<file path="src/rtl/tnrop_pkg.sv">
`timescale 1ns / 1ps
`default_nettype none
// ----------------------------------------------------------------------------
// Telnet receive option parser package
// Byte codes, parser phases, register indexes and the result group type.
// ----------------------------------------------------------------------------
package tnrop_pkg;

	localparam logic [7:0] B_IAC  = 8'd255;
	localparam logic [7:0] B_DONT = 8'd254;
	localparam logic [7:0] B_DO   = 8'd253;
	localparam logic [7:0] B_WONT = 8'd252;
	localparam logic [7:0] B_WILL = 8'd251;
	localparam logic [7:0] B_SB   = 8'd250;
	localparam logic [7:0] B_SE   = 8'd240;

	localparam logic [7:0] OPT_A_RESET = 8'd1;
	localparam logic [7:0] OPT_B_RESET = 8'd3;

	localparam logic REG_OPT_A = 1'b0;
	localparam logic REG_OPT_B = 1'b1;

	localparam logic [1:0] CMD_WILL = 2'd0;
	localparam logic [1:0] CMD_WONT = 2'd1;
	localparam logic [1:0] CMD_DO   = 2'd2;
	localparam logic [1:0] CMD_DONT = 2'd3;

	localparam logic [1:0] POS_FIRST  = 2'd0;
	localparam logic [1:0] POS_SECOND = 2'd1;
	localparam logic [1:0] POS_THIRD  = 2'd2;

	typedef enum logic [2:0] {
		PH_DATA   = 3'd0,
		PH_IAC    = 3'd1,
		PH_OPT    = 3'd2,
		PH_SUB    = 3'd3,
		PH_SUBIAC = 3'd4
	} phase_t;

	typedef struct packed {
		logic       reply;
		logic [7:0] data_byte;
		logic [7:0] cmd;
		logic       eoc;
		logic [1:0] last_pos;
	} grp_t;

endpackage
`default_nettype wire

</file>
<file path="src/rtl/tnrop_parser.sv">
`timescale 1ns / 1ps
`default_nettype none
// ----------------------------------------------------------------------------
// Telnet receive option parser: byte parser
// Holds the parse phase and the option registers, and turns each byte into
// a group of zero, one or three results.
// ----------------------------------------------------------------------------
module tnrop_parser (
	input  wire              clk,
	input  wire              arst_n,
	input  wire              cfg_we,
	input  wire              cfg_idx,
	input  wire  [7:0]       cfg_data,
	input  wire              take,
	input  wire  [7:0]       rx_byte,
	input  wire              eoc,
	output logic             grp_valid,
	output tnrop_pkg::grp_t  grp
);
	import tnrop_pkg::*;

	phase_t     phase_q;
	phase_t     phase_d;
	logic [1:0] held_q;
	logic [1:0] held_d;
	logic [7:0] opt_a_q;
	logic [7:0] opt_b_q;
	logic [7:0] cmd_diff;

	assign cmd_diff = rx_byte - B_WILL;

	always_ff @(posedge clk or negedge arst_n) begin
		if (!arst_n) begin
			opt_a_q <= OPT_A_RESET;
			opt_b_q <= OPT_B_RESET;
		end else if (cfg_we) begin
			if (cfg_idx == REG_OPT_A) begin
				opt_a_q <= cfg_data;
			end else begin
				opt_b_q <= cfg_data;
			end
		end
	end

	always_ff @(posedge clk or negedge arst_n) begin
		if (!arst_n) begin
			phase_q <= PH_DATA;
			held_q  <= CMD_WILL;
		end else if (take) begin
			phase_q <= phase_d;
			held_q  <= held_d;
		end
	end

	always_comb begin
		phase_d           = PH_DATA;
		held_d            = held_q;
		grp_valid         = 1'b0;
		grp.reply         = 1'b0;
		grp.data_byte     = rx_byte;
		grp.cmd           = B_WONT;
		grp.eoc           = eoc;
		grp.last_pos      = POS_FIRST;
		case (phase_q)
			PH_IAC: begin
				if (rx_byte == B_IAC) begin
					grp_valid = 1'b1;
				end else if (rx_byte >= B_WILL && rx_byte <= B_DONT) begin
					held_d  = cmd_diff[1:0];
					phase_d = PH_OPT;
				end else if (rx_byte == B_SB) begin
					phase_d = PH_SUB;
				end
			end
			PH_OPT: begin
				grp.reply    = 1'b1;
				grp.last_pos = POS_THIRD;
				if (held_q == CMD_DO) begin
					grp_valid = 1'b1;
					grp.cmd   = B_WONT;
				end else if (held_q == CMD_WILL) begin
					grp_valid = 1'b1;
					grp.cmd   = (rx_byte == opt_a_q || rx_byte == opt_b_q) ? B_DO : B_DONT;
				end
			end
			PH_SUB: begin
				phase_d = (rx_byte == B_IAC) ? PH_SUBIAC : PH_SUB;
			end
			PH_SUBIAC: begin
				phase_d = (rx_byte == B_SE) ? PH_DATA : PH_SUB;
			end
			default: begin
				if (rx_byte == B_IAC) begin
					phase_d = PH_IAC;
				end else begin
					grp_valid = 1'b1;
				end
			end
		endcase
	end

endmodule
`default_nettype wire

</file>
<file path="src/rtl/tnrop_emitter.sv">
`timescale 1ns / 1ps
`default_nettype none
// ----------------------------------------------------------------------------
// Telnet receive option parser: result emitter
// Holds one result group and sends its items one at a time through the
// output register.
// ----------------------------------------------------------------------------
module tnrop_emitter (
	input  wire              clk,
	input  wire              arst_n,
	input  wire              new_take,
	input  wire              new_valid,
	input  tnrop_pkg::grp_t  new_grp,
	output logic             in_ready,
	output logic             out_valid,
	input  wire              out_ready,
	output logic             out_kind,
	output logic [7:0]       out_byte,
	output logic             out_last,
	output logic             out_cend
);
	import tnrop_pkg::*;

	grp_t       grp_q;
	logic       grp_valid_q;
	logic [1:0] pos_q;
	logic       out_valid_q;
	logic       kind_q;
	logic [7:0] byte_q;
	logic       last_q;
	logic       cend_q;
	logic       out_load;
	logic       move;
	logic       grp_done;
	logic [7:0] el_byte;
	logic       el_last;

	assign out_load = !out_valid_q || out_ready;
	assign move     = grp_valid_q && out_load;
	assign el_last  = (pos_q == grp_q.last_pos);
	assign grp_done = move && el_last;
	assign in_ready = !grp_valid_q || grp_done;

	always_comb begin
		el_byte = grp_q.data_byte;
		if (grp_q.reply) begin
			if (pos_q == POS_FIRST) begin
				el_byte = B_IAC;
			end else if (pos_q == POS_SECOND) begin
				el_byte = grp_q.cmd;
			end
		end
	end

	always_ff @(posedge clk or negedge arst_n) begin
		if (!arst_n) begin
			grp_valid_q <= 1'b0;
			pos_q       <= POS_FIRST;
		end else begin
			if (grp_done) begin
				grp_valid_q <= 1'b0;
			end else if (move) begin
				pos_q <= pos_q + 2'd1;
			end
			if (new_take && new_valid) begin
				grp_valid_q <= 1'b1;
				pos_q       <= POS_FIRST;
			end
		end
	end

	always_ff @(posedge clk) begin
		if (new_take && new_valid) begin
			grp_q <= new_grp;
		end
	end

	always_ff @(posedge clk or negedge arst_n) begin
		if (!arst_n) begin
			out_valid_q <= 1'b0;
		end else if (out_load) begin
			out_valid_q <= grp_valid_q;
		end
	end

	always_ff @(posedge clk) begin
		if (move) begin
			kind_q <= grp_q.reply;
			byte_q <= el_byte;
			last_q <= el_last;
			cend_q <= el_last & grp_q.eoc;
		end
	end

	assign out_valid = out_valid_q;
	assign out_kind  = kind_q;
	assign out_byte  = byte_q;
	assign out_last  = last_q;
	assign out_cend  = cend_q;

endmodule
`default_nettype wire

</file>
<file path="src/rtl/telnet_receive_option_parser.sv">
`timescale 1ns / 1ps
`default_nettype none
// ----------------------------------------------------------------------------
// Telnet receive option parser
// Strips IAC command sequences from a received telnet stream, passes data
// bytes on and answers DO and WILL negotiation with three-byte replies.
// ----------------------------------------------------------------------------
// An accepted item is stored in the result group register; its results then
// go one at a time through the output register. Throughput: one item per cycle
// while m_tready is high; an item with a three-byte reply holds the result
// group register until its third byte is sent; no-result items leave nothing.
// Reset (arst_n low) returns to the data phase and reloads the option defaults.
// ----------------------------------------------------------------------------
module telnet_receive_option_parser (
	input  wire        clk,
	input  wire        arst_n,
	input  wire        cfg_we,
	input  wire        cfg_idx,
	input  wire  [7:0] cfg_data,
	input  wire        s_tvalid,
	output logic       s_tready,
	input  wire  [7:0] s_tdata,  // [7:0] rx_byte
	input  wire        s_tlast,  // end_of_chunk
	output logic       m_tvalid,
	input  wire        m_tready,
	output logic [15:0] m_tdata, // [7:0] result_byte, [8] chunk_end, rest zero
	output logic       m_tuser,  // result_kind
	output logic       m_tlast   // last_of_run
);
	import tnrop_pkg::*;

	logic       take;
	logic       grp_valid;
	grp_t       grp;
	logic       in_ready;
	logic [7:0] out_byte;
	logic       out_cend;

	assign take     = s_tvalid && in_ready;
	assign s_tready = in_ready;

	tnrop_parser u_parser (
		.clk       (clk),
		.arst_n    (arst_n),
		.cfg_we    (cfg_we),
		.cfg_idx   (cfg_idx),
		.cfg_data  (cfg_data),
		.take      (take),
		.rx_byte   (s_tdata),
		.eoc       (s_tlast),
		.grp_valid (grp_valid),
		.grp       (grp)
	);

	tnrop_emitter u_emitter (
		.clk       (clk),
		.arst_n    (arst_n),
		.new_take  (take),
		.new_valid (grp_valid),
		.new_grp   (grp),
		.in_ready  (in_ready),
		.out_valid (m_tvalid),
		.out_ready (m_tready),
		.out_kind  (m_tuser),
		.out_byte  (out_byte),
		.out_last  (m_tlast),
		.out_cend  (out_cend)
	);

	assign m_tdata = {7'd0, out_cend, out_byte};

endmodule
`default_nettype wire
</file>
<file path="config.mk">
export PLATFORM = sky130hd
export DESIGN_NAME = telnet_receive_option_parser
export DESIGN_NICKNAME = d
export VERILOG_FILES = /design/src/rtl/tnrop_pkg.sv /design/src/rtl/tnrop_parser.sv /design/src/rtl/tnrop_emitter.sv /design/src/rtl/telnet_receive_option_parser.sv
export SDC_FILE = /design/constraint.sdc
export NUM_CORES = 1
export LEC_CHECK = 0
export BUFFER_PORTS_ARGS = -buffer_cell sky130_fd_sc_hd__buf_4
export CORE_ASPECT_RATIO = 1.25
export CORE_MARGIN = 3
export CORE_UTILIZATION = 45
export CTS_CLUSTER_SIZE = 14
export DETAILED_ROUTE_END_ITERATION = 7
export GPL_TIMING_DRIVEN = 1
export PLACE_DENSITY = 0.66
export SYNTH_ARGS = -nofsm -noshare
export SYNTH_HDL_FRONTEND = slang
export SYNTH_SLANG_ARGS = --single-unit
</file>
<file path="constraint.sdc">
create_clock -name clk -period 6.1 [get_ports clk]
set_clock_uncertainty 0.15 [all_clocks]
set_input_delay 1.22 -clock clk [delete_from_list [all_inputs] [get_ports clk]]
set_output_delay 1.22 -clock clk [all_outputs]
set_load 0.05 [all_outputs]
</file>
==> results.toml <==
[status]
status = "complete, no violations"

[grt]
grt_max_degree = 26
grt.total_usage_pct = 14.10
grt_pass1_wl_mm = 7.362
overflow = 0
antenna_found_initial = 0
grt_pass1_vias = 1626

[layout]
nNetsFinal = 273
drive_gt1_share_pct = 28.46
diodes = 0
syn_to_final_growth_pct = 12.99
filler_cell_count = 489

[place]
io_buffers = 35
post-place-ws_ns = 2.264
gp_congestion = 0.8931
place_hpwl_mm = 3.498

[timing]
timing.final.crit_share_pct = 56.96
finalSetupTns_ns = 0
rsz0062_at_grt = "false"
fin_hold_ws_ns = 0.3813
setup_ws_ns = 2.626
slew_headroom_pct = 31.03
min_period_ns = 3.474
final-hold-violation-count = 0
tightest_slew_ns = 1.035
slew_violations = 0
setup_violations = 0
fmax_mhz = 287.8

[worst_setup_path]
worstPathArrival_ns = 3.24
critPathCaptureType = "register"
worstSetupStartpointType = "primary input"
slowest_delay_ns = 0.81
crit_path_cell_trace = "buf_4, ha_1, nand3_1, or3_4, and3_1, a21oi_1"
crit_slowest_cell = "a21oi_1"
worstSetupPathType = "in -> reg"
critPathRequiredTime_ns = 5.87
critPathMaxFanout = 12

[power]
pwr-share-seq_pct = 43.4
ir_worst_vdd_uv = 168.1
power_mw = 1.226
power_switching_mw = 0.4843
power.internal_mw = 0.7421
p_sw_share_pct = 39.49
p_clk_share_pct = 16.0
power.share.combinational_pct = 40.6
power_density_nw_per_um2 = 426.7
p_leak_nw = 1.192

[synth]
synth_area_um2 = 2544
synth_ff_type = "edfxtp_1"
synth_edf_count = 23
async_flop_share_pct = 52.08
synth_seq_cells = 48
syn_inst = 216
yosys.area.top_type = "edfxtp_1"
synth_top_area_share_pct = 27.15
synthTopCellsByArea = "edfxtp_1 (27%), dfrtp_1 (22%), mux2_2 (8.0%), xor2_1 (5.9%), dfstp_2 (3.1%)"
synth_most_common_cell = "edfxtp_1"
synth_warnings = 0
yosysSeqAreaShare_pct = 51.89
synth_area_per_cell_um2 = 11.78
synthTopCellsByCount = "edfxtp_1 (23), dfrtp_1 (22), mux2_2 (18)"
synth.distinct_cells = 46

[clocking]
clkTransAtPathRegs_ns = 0.08
tritoncts = "yes"
cts_buffers = 5
cts_buffer_depth = 2
cts.sinks = 48
cts_resized = 0
clk_latency_ns = 0.29
root_buffer = "clkbuf_8"
cts_hold_buf = 0
htree_levels = 2
post-cts-setup-buffers = 0

[floorplanning]
rows = 30
start_util_pct = 46.74
die_y_um = 90.06
ios = 43
die-area_um2 = 6596
core-area_um2 = 5443
dieWidth_um = 73.25

[routing]
drt_iter0_drc = 39
wire_per_inst_um = 14.67
wirelength_mm = 4.548
via_per_inst = 5.474
ant_nets = 0
dr.pass1.iters = 4
drc = 0
via_count = 1697

[run]
drv_cap = 0

[hold_path]
hp-class = "reg -> reg"
## kinds of logic after synthesis
group	after synthesis	share of synthesized area [%]
xor gates and xnor gates	18	6.493
buffers and inverters	34	7.329
muxes	19	8.362
DFF	48	51.89
and+or+nand+nor	47	11.36
other	1	0.1474
AOI/OAI and AO/OA	44	11.95
adders and majority gates	5	2.459
## stage by stage
step,area (µm²),utilization [%],cells
2_1_floorplan,2566,-,222
3_3_place_gp,2779,51.06,302
3_5_place_dp,2779,51.06,302
4_1_cts,2874,52.80,310
5_1_grt,2874,52.80,310
6_report,2874,52.80,310
## state kept, by name, summed over array words and instances (netlist names)
name / cells
u_emitter.grp_q: 12
u_emitter.grp_valid_q: 1
u_emitter.out_byte: 8
u_emitter.out_cend: 1
u_emitter.out_kind: 1
u_emitter.out_last: 1
u_emitter.out_valid: 1
u_emitter.pos_q: 2
u_parser.held_q: 2
u_parser.opt_a_q: 8
u_parser.opt_b_q: 8
u_parser.phase_q: 3
## power groups by stage
stage	Sequential [mW]	Clock (mW)	Combinational, mW
finish	0.532	0.196	0.498
CTS	0.533	0.201	0.504
global route	0.544	0.215	0.542
floorplan	0.613	0	0.320
global placement	0.536	0	0.494
detailed placement	0.539	0	0.503
## worst max-delay path: cells and delay by family
family          cells  cell delay (ns)
buf+inv             1             0.13
compound gates      1             0.81
fa+ha+maj           1             0.32
simple gates        3             0.76
## layout by cell type (no fill, tap or decap), drive strengths merged, types with 2 or more instances in the layout
master  Yosys  layout
buf        14      35
edfxtp     23      23
dfrtp      22      22
mux2       18      18
xor2       17      17
inv        15      15
a21oi      12      12
nand2       8       8
o22a        8       8
conb        1       7
clkbuf      5       7
o21ai       6       6
o211ai      5       5
nor2        5       5
nor2b       5       5
ha          5       5
and3        4       4
nor4        4       4
a31oi       4       4
nor3        3       3
dfstp       3       3
nand3       2       2
and2        2       2
nand2b      2       2
nor4bb      2       2
and4        2       2
a22oi       2       2
or3b        2       2
## path summary, 6_finish.rpt
| path | from | end | slack, ns | cells after the start |
|---|---|---|---|---|
| worst max register to register | u_parser.phase_q[0] | u_emitter.grp_q[2] | 3.28 | 4 |
| worst min register to register | u_parser.opt_a_q[3] | u_parser.opt_a_q[3] | 0.38 | 1 |
| max in group asynchronous | arst_n | u_parser.opt_b_q[0] | 4.84 | 1 |
| worst min-delay path | u_parser.opt_a_q[3] | u_parser.opt_a_q[3] | 0.38 | 1 |
| worst max-delay path | s_tdata[1] | u_emitter.grp_q[2] | 2.63 | 6 |
| min in group asynchronous | arst_n | u_parser.opt_a_q[6] | 0.66 | 1 |
## cell type report
cell class / count / area [µm²] / area share, %
sequential: 48 / 1320 / 45.93
multi-input combinational: 140 / 1060 / 36.87
timing repair buffer: 35 / 262.8 / 9.142
clock buffer: 7 / 86.33 / 3.004
tap: 64 / 80.08 / 2.786
inverter: 15 / 56.30 / 1.959
clock inverter: 1 / 8.758 / 0.3047
## layer usage
layer / track usage [%] / wire, µm
met5: 0 / 0
met4: 5.385 / 112
met3: 2.685 / 187
met2: 24.85 / 2414
met1: 16.38 / 1834
No activity file was read; power rests on OpenSTA's default activity.
